--- config.mk ---
export PLATFORM = sky130hd
export DESIGN_NAME = ascii_hex_can_command_parser_flat
export DESIGN_NICKNAME = d
export VERILOG_FILES = /design/src/ahcp_pkg.sv /design/src/ahcp_rx_if.sv /design/src/ahcp_res_if.sv /design/src/ascii_hex_can_command_parser.sv /design/src/flat_wrapper.sv
export SDC_FILE = /design/constraint.sdc
export NUM_CORES = 1
export LEC_CHECK = 0
export BUFFER_PORTS_ARGS = -buffer_cell sky130_fd_sc_hd__clkbuf_2
export CAP_MARGIN = 20
export CELL_PAD_IN_SITES_DETAIL_PLACEMENT = 0
export CELL_PAD_IN_SITES_GLOBAL_PLACEMENT = 2
export CORE_ASPECT_RATIO = 1.2
export CORE_MARGIN = 2
export CORE_UTILIZATION = 43
export CTS_BUF_LIST = sky130_fd_sc_hd__clkbuf_8
export DETAILED_ROUTE_END_ITERATION = 10
export GPL_TIMING_DRIVEN = 0
export PLACE_DENSITY = 0.93
export SYNTH_ARGS = -nofsm -noshare
export SYNTH_HDL_FRONTEND = slang
export SYNTH_SLANG_ARGS = --single-unit
--- constraint.sdc ---
create_clock -name i_clk -period 19.3 [get_ports i_clk]
set_input_delay 0.965 -clock i_clk [delete_from_list [all_inputs] [get_ports i_clk]]
set_output_delay 0.965 -clock i_clk [all_outputs]
set_load 0.05 [all_outputs]
--- src/ahcp_pkg.sv ---
`default_nettype none

package ahcp_pkg;

    // result kinds
    typedef enum logic [2:0] {
        KIND_SEND   = 3'd0,
        KIND_FILTER = 3'd1,
        KIND_DELETE = 3'd2,
        KIND_LIST   = 3'd3,
        KIND_HELP   = 3'd4,
        KIND_ERROR  = 3'd5
    } t_kind;

    // error codes
    typedef enum logic [2:0] {
        ERR_NONE       = 3'd0,
        ERR_RTR        = 3'd1,
        ERR_HEX        = 3'd2,
        ERR_RANGE      = 3'd3,
        ERR_DECIMAL    = 3'd4,
        ERR_FILTER_NUM = 3'd5,
        ERR_COMMAND    = 3'd6
    } t_err;

    // identifier limits for standard and extended frames
    localparam logic [31:0] EXT_LIMIT = 32'h1fff_ffff;
    localparam logic [31:0] STD_LIMIT = 32'h0000_07ff;

    // one decoded command result
    typedef struct packed {
        t_kind       kind;
        logic        is_extended;
        logic        is_remote;
        logic        has_mask;
        logic [1:0]  remote_match;
        logic [28:0] ident;
        logic [28:0] id_mask;
        logic [3:0]  length_code;
        logic [63:0] payload;
        logic [6:0]  filter_index;
        t_err        error_code;
    } t_result;

endpackage

`default_nettype wire

--- src/ahcp_rx_if.sv ---
`default_nettype none

interface ahcp_rx_if;
    logic       valid;
    logic       ready;
    logic [7:0] rx_byte;

    modport source (output valid, output rx_byte, input ready);
    modport sink (input valid, input rx_byte, output ready);
endinterface

`default_nettype wire

--- src/ahcp_res_if.sv ---
`default_nettype none

interface ahcp_res_if;
    logic        valid;
    logic        ready;
    logic [2:0]  kind;
    logic        is_extended;
    logic        is_remote;
    logic        has_mask;
    logic [1:0]  remote_match;
    logic [28:0] ident;
    logic [28:0] id_mask;
    logic [3:0]  length_code;
    logic [63:0] payload;
    logic [6:0]  filter_index;
    logic [2:0]  error_code;

    modport source (
        output valid, input ready,
        output kind, output is_extended, output is_remote, output has_mask,
        output remote_match, output ident, output id_mask, output length_code,
        output payload, output filter_index, output error_code
    );
    modport sink (
        input valid, output ready,
        input kind, input is_extended, input is_remote, input has_mask,
        input remote_match, input ident, input id_mask, input length_code,
        input payload, input filter_index, input error_code
    );
endinterface

`default_nettype wire

--- src/ascii_hex_can_command_parser.sv ---
// output: a result is registered and shown in the cycle after the byte that completes or fails its command
// throughput: one byte per cycle; the single output register stalls input only while
//   a held result is not taken
// reset: synchronous active-low i_rst_n returns the parser to idle with all
//   accumulators cleared and drops output valid
`default_nettype none

module ascii_hex_can_command_parser #(
    parameter int unsigned FILTER_BANKS = 14
) (
    input  wire        i_clk,
    input  wire        i_rst_n,
    ahcp_rx_if.sink    i_rx,
    ahcp_res_if.source o_res
);

    // filter numbers at or above this are rejected
    localparam logic [6:0] FilterLimit = 7'(4 * FILTER_BANKS);

    // command and digit characters
    localparam logic [7:0] CH_DASH     = 8'h2d;
    localparam logic [7:0] CH_EQUAL    = 8'h3d;
    localparam logic [7:0] CH_UNDER    = 8'h5f;
    localparam logic [7:0] CH_PLUS     = 8'h2b;
    localparam logic [7:0] CH_COMMA    = 8'h2c;
    localparam logic [7:0] CH_DOT      = 8'h2e;
    localparam logic [7:0] CH_LESS     = 8'h3c;
    localparam logic [7:0] CH_GREATER  = 8'h3e;
    localparam logic [7:0] CH_SLASH    = 8'h2f;
    localparam logic [7:0] CH_QUESTION = 8'h3f;
    localparam logic [7:0] CH_UPPER_H  = 8'h48;
    localparam logic [7:0] CH_LOWER_H  = 8'h68;
    localparam logic [7:0] CH_ZERO     = 8'h30;
    localparam logic [7:0] CH_NINE     = 8'h39;
    localparam logic [7:0] CH_UPPER_A  = 8'h41;
    localparam logic [7:0] CH_UPPER_F  = 8'h46;
    localparam logic [7:0] CH_LOWER_A  = 8'h61;
    localparam logic [7:0] CH_LOWER_F  = 8'h66;

    typedef enum logic [8:0] {
        PH_IDLE    = 9'b0_0000_0001,
        PH_FR_DLC  = 9'b0_0000_0010,
        PH_FR_ID   = 9'b0_0000_0100,
        PH_FR_DATA = 9'b0_0000_1000,
        PH_FI_RTR  = 9'b0_0001_0000,
        PH_FI_ID   = 9'b0_0010_0000,
        PH_FI_MASK = 9'b0_0100_0000,
        PH_DEL_HI  = 9'b0_1000_0000,
        PH_DEL_LO  = 9'b1_0000_0000
    } t_phase;

    // hex digit decode, bit 4 set when not a hex digit
    function automatic logic [4:0] hex_decode(input logic [7:0] c);
        logic [4:0] v;
        logic [7:0] d;
        begin
            v = 5'h10;
            d = 8'h00;
            if (c inside {[CH_ZERO:CH_NINE]}) begin
                d = c - CH_ZERO;
                v = {1'b0, d[3:0]};
            end else if (c inside {[CH_UPPER_A:CH_UPPER_F]}) begin
                d = c - CH_UPPER_A + 8'd10;
                v = {1'b0, d[3:0]};
            end else if (c inside {[CH_LOWER_A:CH_LOWER_F]}) begin
                d = c - CH_LOWER_A + 8'd10;
                v = {1'b0, d[3:0]};
            end
            return v;
        end
    endfunction

    t_phase      r_phase, n_phase;
    logic        r_ext, n_ext;
    logic        r_alt, n_alt;
    logic [4:0]  r_count, n_count;
    logic [31:0] r_id, n_id;
    logic [31:0] r_mask, n_mask;
    logic [63:0] r_data, n_data;
    logic [3:0]  r_len, n_len;
    logic [1:0]  r_rule, n_rule;
    logic [6:0]  r_del, n_del;

    logic                 r_out_valid;
    ahcp_pkg::t_result    r_res;
    ahcp_pkg::t_result    s_res;

    logic                 s_fire;
    logic                 s_emit;
    ahcp_pkg::t_kind      s_kind;
    ahcp_pkg::t_err       s_err;
    logic [4:0]           s_hex;
    logic                 s_bad;
    logic [3:0]           s_nib;
    logic [4:0]           s_count_inc;
    logic [4:0]           s_digits;
    logic [3:0]           s_bytes;
    logic [31:0]          s_acc_id;
    logic [31:0]          s_acc_mask;
    logic [31:0]          s_limit;
    logic [6:0]           s_del_sum;
    logic [3:0]           s_slot;
    logic [63:0]          s_data_ins;

    // handshake: take a byte unless a result is held and not taken
    assign i_rx.ready = !r_out_valid || o_res.ready;
    assign s_fire     = i_rx.valid && i_rx.ready;

    // shared decode of the incoming byte
    assign s_hex       = hex_decode(i_rx.rx_byte);
    assign s_bad       = s_hex[4];
    assign s_nib       = s_hex[3:0];
    assign s_count_inc = r_count + 5'd1;
    assign s_digits    = r_ext ? 5'd8 : 5'd3;
    assign s_bytes     = (r_len > 4'd8) ? 4'd8 : r_len;
    assign s_acc_id    = {r_id[27:0], s_nib};
    assign s_acc_mask  = {r_mask[27:0], s_nib};
    assign s_limit     = r_ext ? ahcp_pkg::EXT_LIMIT : ahcp_pkg::STD_LIMIT;
    assign s_del_sum   = r_del + {3'b000, s_nib};
    // nibble slot: byte index from count[3:1], high nibble first
    assign s_slot      = {r_count[3:1], ~r_count[0]};

    // data nibble insert
    always_comb begin
        s_data_ins = r_data;
        for (int k = 0; k < 16; k++) begin
            if (s_slot == 4'(k)) begin
                s_data_ins[4*k +: 4] = r_data[4*k +: 4] | s_nib;
            end
        end
    end

    // next parser state and result
    always_comb begin
        n_phase = r_phase;
        n_ext   = r_ext;
        n_alt   = r_alt;
        n_count = r_count;
        n_id    = r_id;
        n_mask  = r_mask;
        n_data  = r_data;
        n_len   = r_len;
        n_rule  = r_rule;
        n_del   = r_del;
        s_emit  = 1'b0;
        s_kind  = ahcp_pkg::KIND_SEND;
        s_err   = ahcp_pkg::ERR_NONE;

        case (r_phase)
            PH_IDLE: begin
                n_ext   = 1'b0;
                n_alt   = 1'b0;
                n_count = '0;
                n_id    = '0;
                n_mask  = '0;
                n_data  = '0;
                n_len   = '0;
                n_rule  = '0;
                n_del   = '0;
                case (i_rx.rx_byte)
                    CH_DASH: begin
                        n_phase = PH_FR_DLC;
                    end
                    CH_EQUAL: begin
                        n_ext   = 1'b1;
                        n_phase = PH_FR_DLC;
                    end
                    CH_UNDER: begin
                        n_alt   = 1'b1;
                        n_phase = PH_FR_DLC;
                    end
                    CH_PLUS: begin
                        n_ext   = 1'b1;
                        n_alt   = 1'b1;
                        n_phase = PH_FR_DLC;
                    end
                    CH_COMMA: begin
                        n_phase = PH_FI_RTR;
                    end
                    CH_DOT: begin
                        n_ext   = 1'b1;
                        n_phase = PH_FI_RTR;
                    end
                    CH_LESS: begin
                        n_alt   = 1'b1;
                        n_phase = PH_FI_RTR;
                    end
                    CH_GREATER: begin
                        n_ext   = 1'b1;
                        n_alt   = 1'b1;
                        n_phase = PH_FI_RTR;
                    end
                    CH_SLASH: begin
                        n_phase = PH_DEL_HI;
                    end
                    CH_QUESTION: begin
                        s_emit = 1'b1;
                        s_kind = ahcp_pkg::KIND_LIST;
                    end
                    CH_UPPER_H, CH_LOWER_H: begin
                        s_emit = 1'b1;
                        s_kind = ahcp_pkg::KIND_HELP;
                    end
                    default: begin
                        s_emit = 1'b1;
                        s_kind = ahcp_pkg::KIND_ERROR;
                        s_err  = ahcp_pkg::ERR_COMMAND;
                    end
                endcase
            end
            PH_FR_DLC: begin
                if (s_bad) begin
                    s_emit = 1'b1;
                    s_kind = ahcp_pkg::KIND_ERROR;
                    s_err  = ahcp_pkg::ERR_HEX;
                end else begin
                    n_len   = s_nib;
                    n_count = '0;
                    n_phase = PH_FR_ID;
                end
            end
            PH_FR_ID, PH_FI_ID: begin
                if (s_bad) begin
                    s_emit = 1'b1;
                    s_kind = ahcp_pkg::KIND_ERROR;
                    s_err  = ahcp_pkg::ERR_HEX;
                end else begin
                    n_id    = s_acc_id;
                    n_count = s_count_inc;
                    if (s_count_inc >= s_digits) begin
                        if (s_acc_id > s_limit) begin
                            s_emit = 1'b1;
                            s_kind = ahcp_pkg::KIND_ERROR;
                            s_err  = ahcp_pkg::ERR_RANGE;
                        end else begin
                            n_count = '0;
                            if (r_phase == PH_FI_ID) begin
                                if (r_alt) begin
                                    n_phase = PH_FI_MASK;
                                end else begin
                                    s_emit = 1'b1;
                                    s_kind = ahcp_pkg::KIND_FILTER;
                                end
                            end else if (r_alt || s_bytes == 4'd0) begin
                                s_emit = 1'b1;
                                s_kind = ahcp_pkg::KIND_SEND;
                            end else begin
                                n_phase = PH_FR_DATA;
                            end
                        end
                    end
                end
            end
            PH_FR_DATA: begin
                if (s_bad) begin
                    s_emit = 1'b1;
                    s_kind = ahcp_pkg::KIND_ERROR;
                    s_err  = ahcp_pkg::ERR_HEX;
                end else begin
                    n_data  = s_data_ins;
                    n_count = s_count_inc;
                    if (s_count_inc >= {s_bytes, 1'b0}) begin
                        s_emit = 1'b1;
                        s_kind = ahcp_pkg::KIND_SEND;
                    end
                end
            end
            PH_FI_RTR: begin
                if (s_bad || s_nib > 4'd3) begin
                    s_emit = 1'b1;
                    s_kind = ahcp_pkg::KIND_ERROR;
                    s_err  = ahcp_pkg::ERR_RTR;
                end else begin
                    n_rule  = (s_nib == 4'd2) ? 2'd1 : ((s_nib == 4'd3) ? 2'd2 : 2'd0);
                    n_id    = '0;
                    n_mask  = '0;
                    n_count = '0;
                    n_phase = PH_FI_ID;
                end
            end
            PH_FI_MASK: begin
                if (s_bad) begin
                    s_emit = 1'b1;
                    s_kind = ahcp_pkg::KIND_ERROR;
                    s_err  = ahcp_pkg::ERR_HEX;
                end else begin
                    n_mask  = s_acc_mask;
                    n_count = s_count_inc;
                    if (s_count_inc >= s_digits) begin
                        s_emit = 1'b1;
                        if (s_acc_mask > s_limit) begin
                            s_kind = ahcp_pkg::KIND_ERROR;
                            s_err  = ahcp_pkg::ERR_RANGE;
                        end else begin
                            s_kind = ahcp_pkg::KIND_FILTER;
                        end
                    end
                end
            end
            PH_DEL_HI: begin
                if (s_bad || s_nib > 4'd9) begin
                    s_emit = 1'b1;
                    s_kind = ahcp_pkg::KIND_ERROR;
                    s_err  = ahcp_pkg::ERR_DECIMAL;
                end else begin
                    // times ten as eight plus two
                    n_del   = {s_nib, 3'b000} + {2'b00, s_nib, 1'b0};
                    n_phase = PH_DEL_LO;
                end
            end
            PH_DEL_LO: begin
                if (s_bad || s_nib > 4'd9) begin
                    s_emit = 1'b1;
                    s_kind = ahcp_pkg::KIND_ERROR;
                    s_err  = ahcp_pkg::ERR_DECIMAL;
                end else begin
                    n_del  = s_del_sum;
                    s_emit = 1'b1;
                    if (s_del_sum >= FilterLimit) begin
                        s_kind = ahcp_pkg::KIND_ERROR;
                        s_err  = ahcp_pkg::ERR_FILTER_NUM;
                    end else begin
                        s_kind = ahcp_pkg::KIND_DELETE;
                    end
                end
            end
            default: begin
                n_phase = PH_IDLE;
            end
        endcase

        // result fields from the updated work registers
        s_res            = '0;
        s_res.kind       = s_kind;
        s_res.error_code = ahcp_pkg::ERR_NONE;
        case (s_kind)
            ahcp_pkg::KIND_SEND: begin
                s_res.is_extended = n_ext;
                s_res.is_remote   = n_alt;
                s_res.ident       = n_id[28:0];
                s_res.length_code = n_len;
                s_res.payload     = n_data;
            end
            ahcp_pkg::KIND_FILTER: begin
                s_res.is_extended  = n_ext;
                s_res.has_mask     = n_alt;
                s_res.remote_match = n_rule;
                s_res.ident        = n_id[28:0];
                s_res.id_mask      = n_alt ? n_mask[28:0] : 29'd0;
            end
            ahcp_pkg::KIND_DELETE: begin
                s_res.filter_index = n_del;
            end
            ahcp_pkg::KIND_ERROR: begin
                s_res.error_code = s_err;
            end
            default: begin
            end
        endcase

        // any result ends the command
        if (s_emit) begin
            n_phase = PH_IDLE;
            n_ext   = 1'b0;
            n_alt   = 1'b0;
            n_count = '0;
            n_id    = '0;
            n_mask  = '0;
            n_data  = '0;
            n_len   = '0;
            n_rule  = '0;
            n_del   = '0;
        end
    end

    // parser state registers
    always_ff @(posedge i_clk) begin
        if (!i_rst_n) begin
            r_phase <= PH_IDLE;
            r_ext   <= 1'b0;
            r_alt   <= 1'b0;
            r_count <= '0;
            r_id    <= '0;
            r_mask  <= '0;
            r_data  <= '0;
            r_len   <= '0;
            r_rule  <= '0;
            r_del   <= '0;
        end else if (s_fire) begin
            r_phase <= n_phase;
            r_ext   <= n_ext;
            r_alt   <= n_alt;
            r_count <= n_count;
            r_id    <= n_id;
            r_mask  <= n_mask;
            r_data  <= n_data;
            r_len   <= n_len;
            r_rule  <= n_rule;
            r_del   <= n_del;
        end
    end

    // output valid
    always_ff @(posedge i_clk) begin
        if (!i_rst_n) begin
            r_out_valid <= 1'b0;
        end else if (s_fire && s_emit) begin
            r_out_valid <= 1'b1;
        end else if (o_res.ready) begin
            r_out_valid <= 1'b0;
        end
    end

    // output payload register
    always_ff @(posedge i_clk) begin
        if (s_fire && s_emit) begin
            r_res <= s_res;
        end
    end

    assign o_res.valid        = r_out_valid;
    assign o_res.kind         = r_res.kind;
    assign o_res.is_extended  = r_res.is_extended;
    assign o_res.is_remote    = r_res.is_remote;
    assign o_res.has_mask     = r_res.has_mask;
    assign o_res.remote_match = r_res.remote_match;
    assign o_res.ident        = r_res.ident;
    assign o_res.id_mask      = r_res.id_mask;
    assign o_res.length_code  = r_res.length_code;
    assign o_res.payload      = r_res.payload;
    assign o_res.filter_index = r_res.filter_index;
    assign o_res.error_code   = r_res.error_code;

endmodule

`default_nettype wire

--- src/flat_wrapper.sv ---
// flat-port wrapper written by rule: the top's interface ports become plain ports
module ascii_hex_can_command_parser_flat 
#(
    parameter int unsigned FILTER_BANKS = 14
)
  (i_clk, i_rst_n, i_rx_valid, i_rx_rx_byte, i_rx_ready, o_res_valid, o_res_ready, o_res_kind, o_res_is_extended, o_res_is_remote, o_res_has_mask, o_res_remote_match, o_res_ident, o_res_id_mask, o_res_length_code, o_res_payload, o_res_filter_index, o_res_error_code);
  ahcp_rx_if i_rx_i ();
  ahcp_res_if o_res_i ();
  input  wire i_clk;
  input  wire i_rst_n;
  input wire logic [$bits(i_rx_i.valid)-1:0] i_rx_valid;
  input wire logic [$bits(i_rx_i.rx_byte)-1:0] i_rx_rx_byte;
  output wire logic [$bits(i_rx_i.ready)-1:0] i_rx_ready;
  output wire logic [$bits(o_res_i.valid)-1:0] o_res_valid;
  input wire logic [$bits(o_res_i.ready)-1:0] o_res_ready;
  output wire logic [$bits(o_res_i.kind)-1:0] o_res_kind;
  output wire logic [$bits(o_res_i.is_extended)-1:0] o_res_is_extended;
  output wire logic [$bits(o_res_i.is_remote)-1:0] o_res_is_remote;
  output wire logic [$bits(o_res_i.has_mask)-1:0] o_res_has_mask;
  output wire logic [$bits(o_res_i.remote_match)-1:0] o_res_remote_match;
  output wire logic [$bits(o_res_i.ident)-1:0] o_res_ident;
  output wire logic [$bits(o_res_i.id_mask)-1:0] o_res_id_mask;
  output wire logic [$bits(o_res_i.length_code)-1:0] o_res_length_code;
  output wire logic [$bits(o_res_i.payload)-1:0] o_res_payload;
  output wire logic [$bits(o_res_i.filter_index)-1:0] o_res_filter_index;
  output wire logic [$bits(o_res_i.error_code)-1:0] o_res_error_code;
  assign i_rx_i.valid = i_rx_valid;
  assign i_rx_i.rx_byte = i_rx_rx_byte;
  assign i_rx_ready = i_rx_i.ready;
  assign o_res_valid = o_res_i.valid;
  assign o_res_i.ready = o_res_ready;
  assign o_res_kind = o_res_i.kind;
  assign o_res_is_extended = o_res_i.is_extended;
  assign o_res_is_remote = o_res_i.is_remote;
  assign o_res_has_mask = o_res_i.has_mask;
  assign o_res_remote_match = o_res_i.remote_match;
  assign o_res_ident = o_res_i.ident;
  assign o_res_id_mask = o_res_i.id_mask;
  assign o_res_length_code = o_res_i.length_code;
  assign o_res_payload = o_res_i.payload;
  assign o_res_filter_index = o_res_i.filter_index;
  assign o_res_error_code = o_res_i.error_code;
  ascii_hex_can_command_parser #(.FILTER_BANKS(FILTER_BANKS)) u_core (.i_clk(i_clk), .i_rst_n(i_rst_n), .i_rx(i_rx_i), .o_res(o_res_i));
endmodule
After elaboration in Yosys (flattened, before gate mapping)
Cells that the tools add are included.

$add $sub $neg: 8. $lt $le $gt $ge: 14. Eq/ne operators: 52. Muxes and demuxes: 116. Bitwise operators: 17. Reductions and logical operators: 30.

Operators with widths (number): 29-bit 2-to-1 mux (7); 29-bit one-hot mux with 3 select lines (2); 64-bit 2-to-1 mux (2); 64-bit one-hot mux with 2 select lines (1); 9-bit 2-to-1 mux (10); 4-bit 2-to-1 mux (20); 8-bit by 6-bit == test with 1-bit output (second input constant) (9); 32-bit by 29-bit > comparator with 1-bit output (2); 4-bit bitwise OR (16); 3-bit 2-to-1 mux (19); 9-bit one-hot mux with 6 select lines (1); 5-bit 2-to-1 mux (10); 3-bit one-hot mux with 7 select lines (2); 4-bit == test (second input constant) (8); 9-bit one-hot mux with 3 select lines (1); 1-bit 2-to-1 mux (25); 5-bit one-hot mux with 5 select lines (1); 8-bit by 7-bit == test with 1-bit output (second input constant) (3); 7-bit 2-to-1 mux (3); 7-bit one-hot mux with 3 select lines (1); 3-bit by 2-bit != test with 1-bit output (second input constant) (6); 4-bit by 2-bit == test with 1-bit output (second input constant) (4); 4-bit by 3-bit == test with 1-bit output (second input constant) (4); 8-bit by 7-bit >= comparator with 1-bit output (second input constant) (2); 50 further kinds (78).

Bits in registers: 296. Output and inout port bits: 146. Logic and storage cells: 259.

Depth between registers and ports, before layout
Depth in word-level cells: 12. Depth in mapped cells: 24. Mapped depth without buffers: 19.

Worst setup path after synthesis
OpenSTA, ideal clock, no wires.

Kind: input -> register. Start point: input i_rx_rx_byte[0]. End point: register u_core.r_res, in the netlist u_core.o_res.error_code[0] (enable). Setup time: 0.497 ns. Data arrival time: 6.030 ns. Path slack: 12.773 ns. Stages on the path: 11. Buffers on the path: 3. Path through: inv_1 > ha_1 > or3b_2 > a41o_1 > clkbuf_1 > a22o_1 > o2111ai_2 > buf_2 > buf_2 > nand2_1 > inv_1.

Word-level cells in the longest chain between the ends: 11. Elaborated cells on any way between the ends: 43. Those cells by class: add/sub (5); order compare (9); eq/ne (9); mux (13); reduce/logical (7).

RTL lines: from (decl) (line flat_wrapper.sv:12) `input wire logic [$bits(i_rx_i.rx_byte)-1:0] i_rx_rx_byte;`; 4-bit by 1-bit subtractor with 4-bit output (tied with other cells) (line ascii_hex_can_command_parser.sv:63, ascii_hex_can_command_parser.sv:66); 4-bit adder or 1-bit logical AND (tied branches) (line ascii_hex_can_command_parser.sv:63, ascii_hex_can_command_parser.sv:66, ascii_hex_can_command_parser.sv:65); 5-bit 2-to-1 mux (line ascii_hex_can_command_parser.sv:65) `end else if (c inside {[CH_LOWER_A:CH_LOWER_F]}) begin`; 5-bit 2-to-1 mux (line ascii_hex_can_command_parser.sv:62) `end else if (c inside {[CH_UPPER_A:CH_UPPER_F]}) begin`; 5-bit 2-to-1 mux (line ascii_hex_can_command_parser.sv:59) `if (c inside {[CH_ZERO:CH_NINE]}) begin`; 32-bit by 29-bit > comparator with 1-bit output (line ascii_hex_can_command_parser.sv:231) `if (s_acc_id > s_limit) begin`; 1-bit 2-to-1 mux (line ascii_hex_can_command_parser.sv:231); 1-bit 2-to-1 mux (line ascii_hex_can_command_parser.sv:230) `if (s_count_inc >= s_digits) begin`; 1-bit 2-to-1 mux (line ascii_hex_can_command_parser.sv:223) `if (s_bad) begin`; 1-bit one-hot mux with 8 select lines (*) (line ascii_hex_can_command_parser.sv:149) `case (r_phase)`; 1-bit logical AND (*) (line ascii_hex_can_command_parser.sv:416) `if (s_fire && s_emit) begin`; to (signal assigned) (line ascii_hex_can_command_parser.sv:417) `r_res <= s_res;`; to (decl) (line ascii_hex_can_command_parser.sv:85) `ahcp_pkg::t_result r_res;`.

Mark *: on every way between the ends. The rest lies on a longest branch, timed or not. A chain may end at the register's enable or synchronous reset.

Final worst setup path
Start point: input i_rx_rx_byte[0]. End point: register u_core.r_res, in the netlist u_core.o_res.payload[58], data pin.

Word-level cells in the longest chain between the ends: 11. Elaborated cells on any way between the ends: 57. Those cells by class: add/sub (6); order compare (11); eq/ne (12); mux (19); bitwise (1); reduce/logical (8).

RTL lines: 4-bit by 1-bit subtractor with 4-bit output (tied with other cells) (line ascii_hex_can_command_parser.sv:63, ascii_hex_can_command_parser.sv:66); 4-bit adder or 1-bit logical AND (tied branches) (line ascii_hex_can_command_parser.sv:63, ascii_hex_can_command_parser.sv:66, ascii_hex_can_command_parser.sv:65); 5-bit 2-to-1 mux (line ascii_hex_can_command_parser.sv:65); 5-bit 2-to-1 mux (line ascii_hex_can_command_parser.sv:62); 5-bit 2-to-1 mux (line ascii_hex_can_command_parser.sv:59); 7-bit by 4-bit adder with 7-bit output (line ascii_hex_can_command_parser.sv:119) `assign s_del_sum = r_del + {3'b000, s_nib};`; 7-bit by 6-bit >= comparator with 1-bit output (line ascii_hex_can_command_parser.sv:319) `if (s_del_sum >= FilterLimit) begin`; 3-bit 2-to-1 mux (line ascii_hex_can_command_parser.sv:319); 3-bit 2-to-1 mux (line ascii_hex_can_command_parser.sv:312) `if (s_bad || s_nib > 4'd9) begin`; 3-bit one-hot mux with 7 select lines (*) (line ascii_hex_can_command_parser.sv:149); via u_core.s_kind[1] (line ascii_hex_can_command_parser.sv:90) `ahcp_pkg::t_kind s_kind;`; 3-bit logical NOT (*) (line ascii_hex_can_command_parser.sv:336) `case (s_kind)`.

The timed path passes the listed nets; every way through them passes the cells marked *.

==> flow_summary.json <==
{
  "numCtsBuffers": 46,
  "p_per_area_nw_per_um2": 86.3,
  "clk_pin_slew_worst_paths_ns": 0.07,
  "grtUsageTotal": 0.222,
  "ys_seq_area_frac": 0.535,
  "violations": "DRC",
  "post-place-ws_ns": 11.31,
  "yosys.area.top_type": "edfxtp_1",
  "finalHoldViolCount": 0,
  "grt_setup_unrepaired": "false",
  "die_w_um": 167,
  "synth.most_common_cell": "nor2_1",
  "viasPerCell": 5.77,
  "max_freq_ghz": 0.132,
  "dp.cells": 1836,
  "layout.nets": 1555,
  "yosys.cell_types.count": 89,
  "dr.pass1.iters": 9,
  "wl_per_cell_um": 19.5,
  "syn_area_per_cell_um2": 10.8,
  "vdd_drop_max_mv": 0.0446,
  "r2r_end": "u_core.o_res.filter_index[6]",
  "maxSlewHeadroom": 0.429,
  "antenna-diode-count": 0,
  "initial_core_util": 0.438,
  "die_h_um": 200,
  "drive_gt1_frac": 0.195,
  "startpoint_type": "primary input",
  "criticalPathCategory": "in2reg",
  "hold_start": "u_core.r_del[0]",
  "row_count": 71,
  "vias": 11093,
  "holdPathEnd": "u_core.r_del[0]",
  "cts_resized": 0,
  "regToRegSetupSlack_ns": 14.01,
  "port_buffers": 156,
  "cts_sinks": 296,
  "grt_pass1_wl_mm": 59.0,
  "postCtsSetupRepairBufs": 0,
  "final_antenna_net_count": 0,
  "synth_ff_type": "dfxtp_1",
  "ys_seq_elements": 296,
  "placed_area_um2": 15100,
  "min_period_ns": 7.57,
  "leakage_nw": 5.81,
  "first_global_vias": 10584,
  "whs_path_depth": 2,
  "yosysWarnings": 0,
  "synth.cell_area_um2": 13800,
  "status": "finished with violations",
  "grt_start_max_net_pins": 79,
  "power_mw": 1.39,
  "cts_tree": "built",
  "whs_ns": 0.461,
  "post-route-period-util": 0.392,
  "synth_top_area_frac": 0.314,
  "finalSetupTns_ns": 0,
  "end_kind": "register",
  "cts.path.max_buffers": 3,
  "slew_violations": 0,
  "fin_util": 0.511,
  "grt_overflow_total": 0,
  "fin_skew_ns": 0.0411,
  "cp_max_fo": 11,
  "holdBufCountCts": 0,
  "finalSetupViolCount": 0,
  "clkLatencyLatePin_ns": 0.61,
  "syn-num-nets": 1347,
  "final_cells": 1922,
  "antenna_found_initial": 0,
  "max_slew.worst_pin.slew_ns": 0.853,
  "reg2reg_depth": 13,
  "required_ns": 19.73,
  "wl_mm": 37.6,
  "syn_inst": 1276,
  "synth_area_leaders": "edfxtp_1 31%, dfxtp_1 22%, a22oi_1 7.0%",
  "final_area_um2": 16100,
  "htreeDepth": 2,
  "hp-class": "reg2reg",
  "cp.arrival_ns": 8.00,
  "area_growth_pct": 16.6,
  "place_congestion": 0.931,
  "ios": 158,
  "cts-root-buf": "clkbuf_8",
  "drv_cap": 0,
  "synth-async-reset-ratio": 0,
  "route.detailed.drc": 14,
  "drtIter0Drc": 838,
  "setup_slack_ns": 11.73,
  "die-area_um2": 33500,
  "rr_startpoint": "u_core.r_ext",
  "hpwl_mm": 26.6,
  "ys_top_cells_by_count": "172 x nor2_1, 152 x dfxtp_1, 144 x edfxtp_1",
  "core_area_um2": 31400,
  "synth_edf_count": 144
}
-- cell type report --
class / instances / area [um^2]
plain buffers: 84 / 374
clock buffers: 51 / 702
clock inverters: 34 / 230
fillers: 2915 / 15400
inverters: 20 / 80.1
multi-input cells: 876 / 5960
flip-flops and latches: 296 / 7370
well taps: 401 / 502
repair buffers: 160 / 846
-- kinds of logic (layout without fill, tap and decap cells) --
kind of cell | count (synthesis) | count (layout) | synth area share
AO/OA/AOI/OAI | 407 | 407 | 0.229
XOR/XNOR | 7 | 7 | 0.00445
adder cells (fa/ha/maj) | 59 | 59 | 0.0547
buffers and inverters | 104 | 349 | 0.0326
flip-flops | 296 | 296 | 0.535
multiplexers | 5 | 5 | 0.00418
other | 1 | 1 | 0.000272
AND/OR/NAND/NOR | 397 | 397 | 0.140
-- layer usage --
layer | track usage | vias up | part of all wire
met5 | 0 | - | 0
met2 | 0.385 | 378 | 0.48
li1 | - | 5301 | -
met1 | 0.288 | 5340 | 0.43
met3 | 0.0331 | 74 | 0.056
met4 | 0.0712 | 0 | 0.027
-- worst max-delay path by stage --
stage	slack [ns]	from	to
6_report	11.73	i_rx_rx_byte[0]	u_core.o_res.payload[58]
5_1_grt	11.33	i_rx_rx_byte[0]	u_core.o_res.payload[58]
4_1_cts	11.89	i_rx_rx_byte[0]	u_core.o_res.payload[49]
3_5_place_dp	11.31	i_rx_rx_byte[0]	u_core.o_res.payload[49]
3_3_place_gp	10.67	i_rx_rx_byte[0]	u_core.o_res.ident[20]
2_1_floorplan	12.77	i_rx_rx_byte[0]	u_core.o_res.error_code[0]
-- power by group --
| group | leakage, nW | internal [mW] | switching, mW | total [mW] |
|---|---|---|---|---|
| Clock | 0.531 | 0.285 | 0.251 | 0.536 |
| Combinational | 2.61 | 0.0274 | 0.134 | 0.162 |
| Sequential | 2.67 | 0.682 | 0.00675 | 0.688 |
-- critical path: stages --
cell and delay, ns:
clkbuf_2 0.15, inv_1 0.14, ha_1 0.32, o21bai_2 0.16, a21oi_4 0.27, a41o_1 0.22, clkbuf_1 0.42, and2_1 0.35
clkbuf_1 0.56, clkbuf_1 0.61, ha_1 0.32, inv_1 0.06, fa_1 0.41, nor2b_1 0.12, o21ai_0 0.11, nand2b_1 0.14
o21ai_0 0.11, o31ai_1 0.52, or3_1 0.18, buf_2 0.22, nand2_1 0.14, nand4b_1 0.69, buf_2 0.45, buf_2 0.21
nor2_1 0.14
-- flip-flops by register name, indices dropped and copies added (netlist names) --
register and flops:
u_core.r_rule 2, u_core.r_len 4, u_core.r_count 5, u_core.o_res.is_extended 1, u_core.r_data 64, u_core.r_mask 29, u_core.r_phase 9, u_core.r_alt 1
u_core.o_res.is_remote 1, u_core.r_ext 1, u_core.o_res.id_mask 29, u_core.o_res.remote_match 2, u_core.r_del 7, u_core.o_res.error_code 3, u_core.o_res.filter_index 7, u_core.o_res.payload 64
u_core.o_res.ident 29, u_core.o_res.length_code 4, u_core.o_res.has_mask 1, u_core.r_id 29, u_core.o_res.kind 3, u_core.o_res.valid 1
-- layout by cell type (no fill, tap or decap), types with 34 or more instances in the layout --
master	n
o2bb2ai_1	71
dfxtp_1	152
a21oi_1	44
nor2_1	172
inv_1	34
ha_1	57
a22o_1	57
clkbuf_8	51
edfxtp_1	144
a22oi_1	128
clkbuf_1	49
nand2_1	64
clkbuf_2	157
Note: power is estimated with default switching activity, not from simulation.
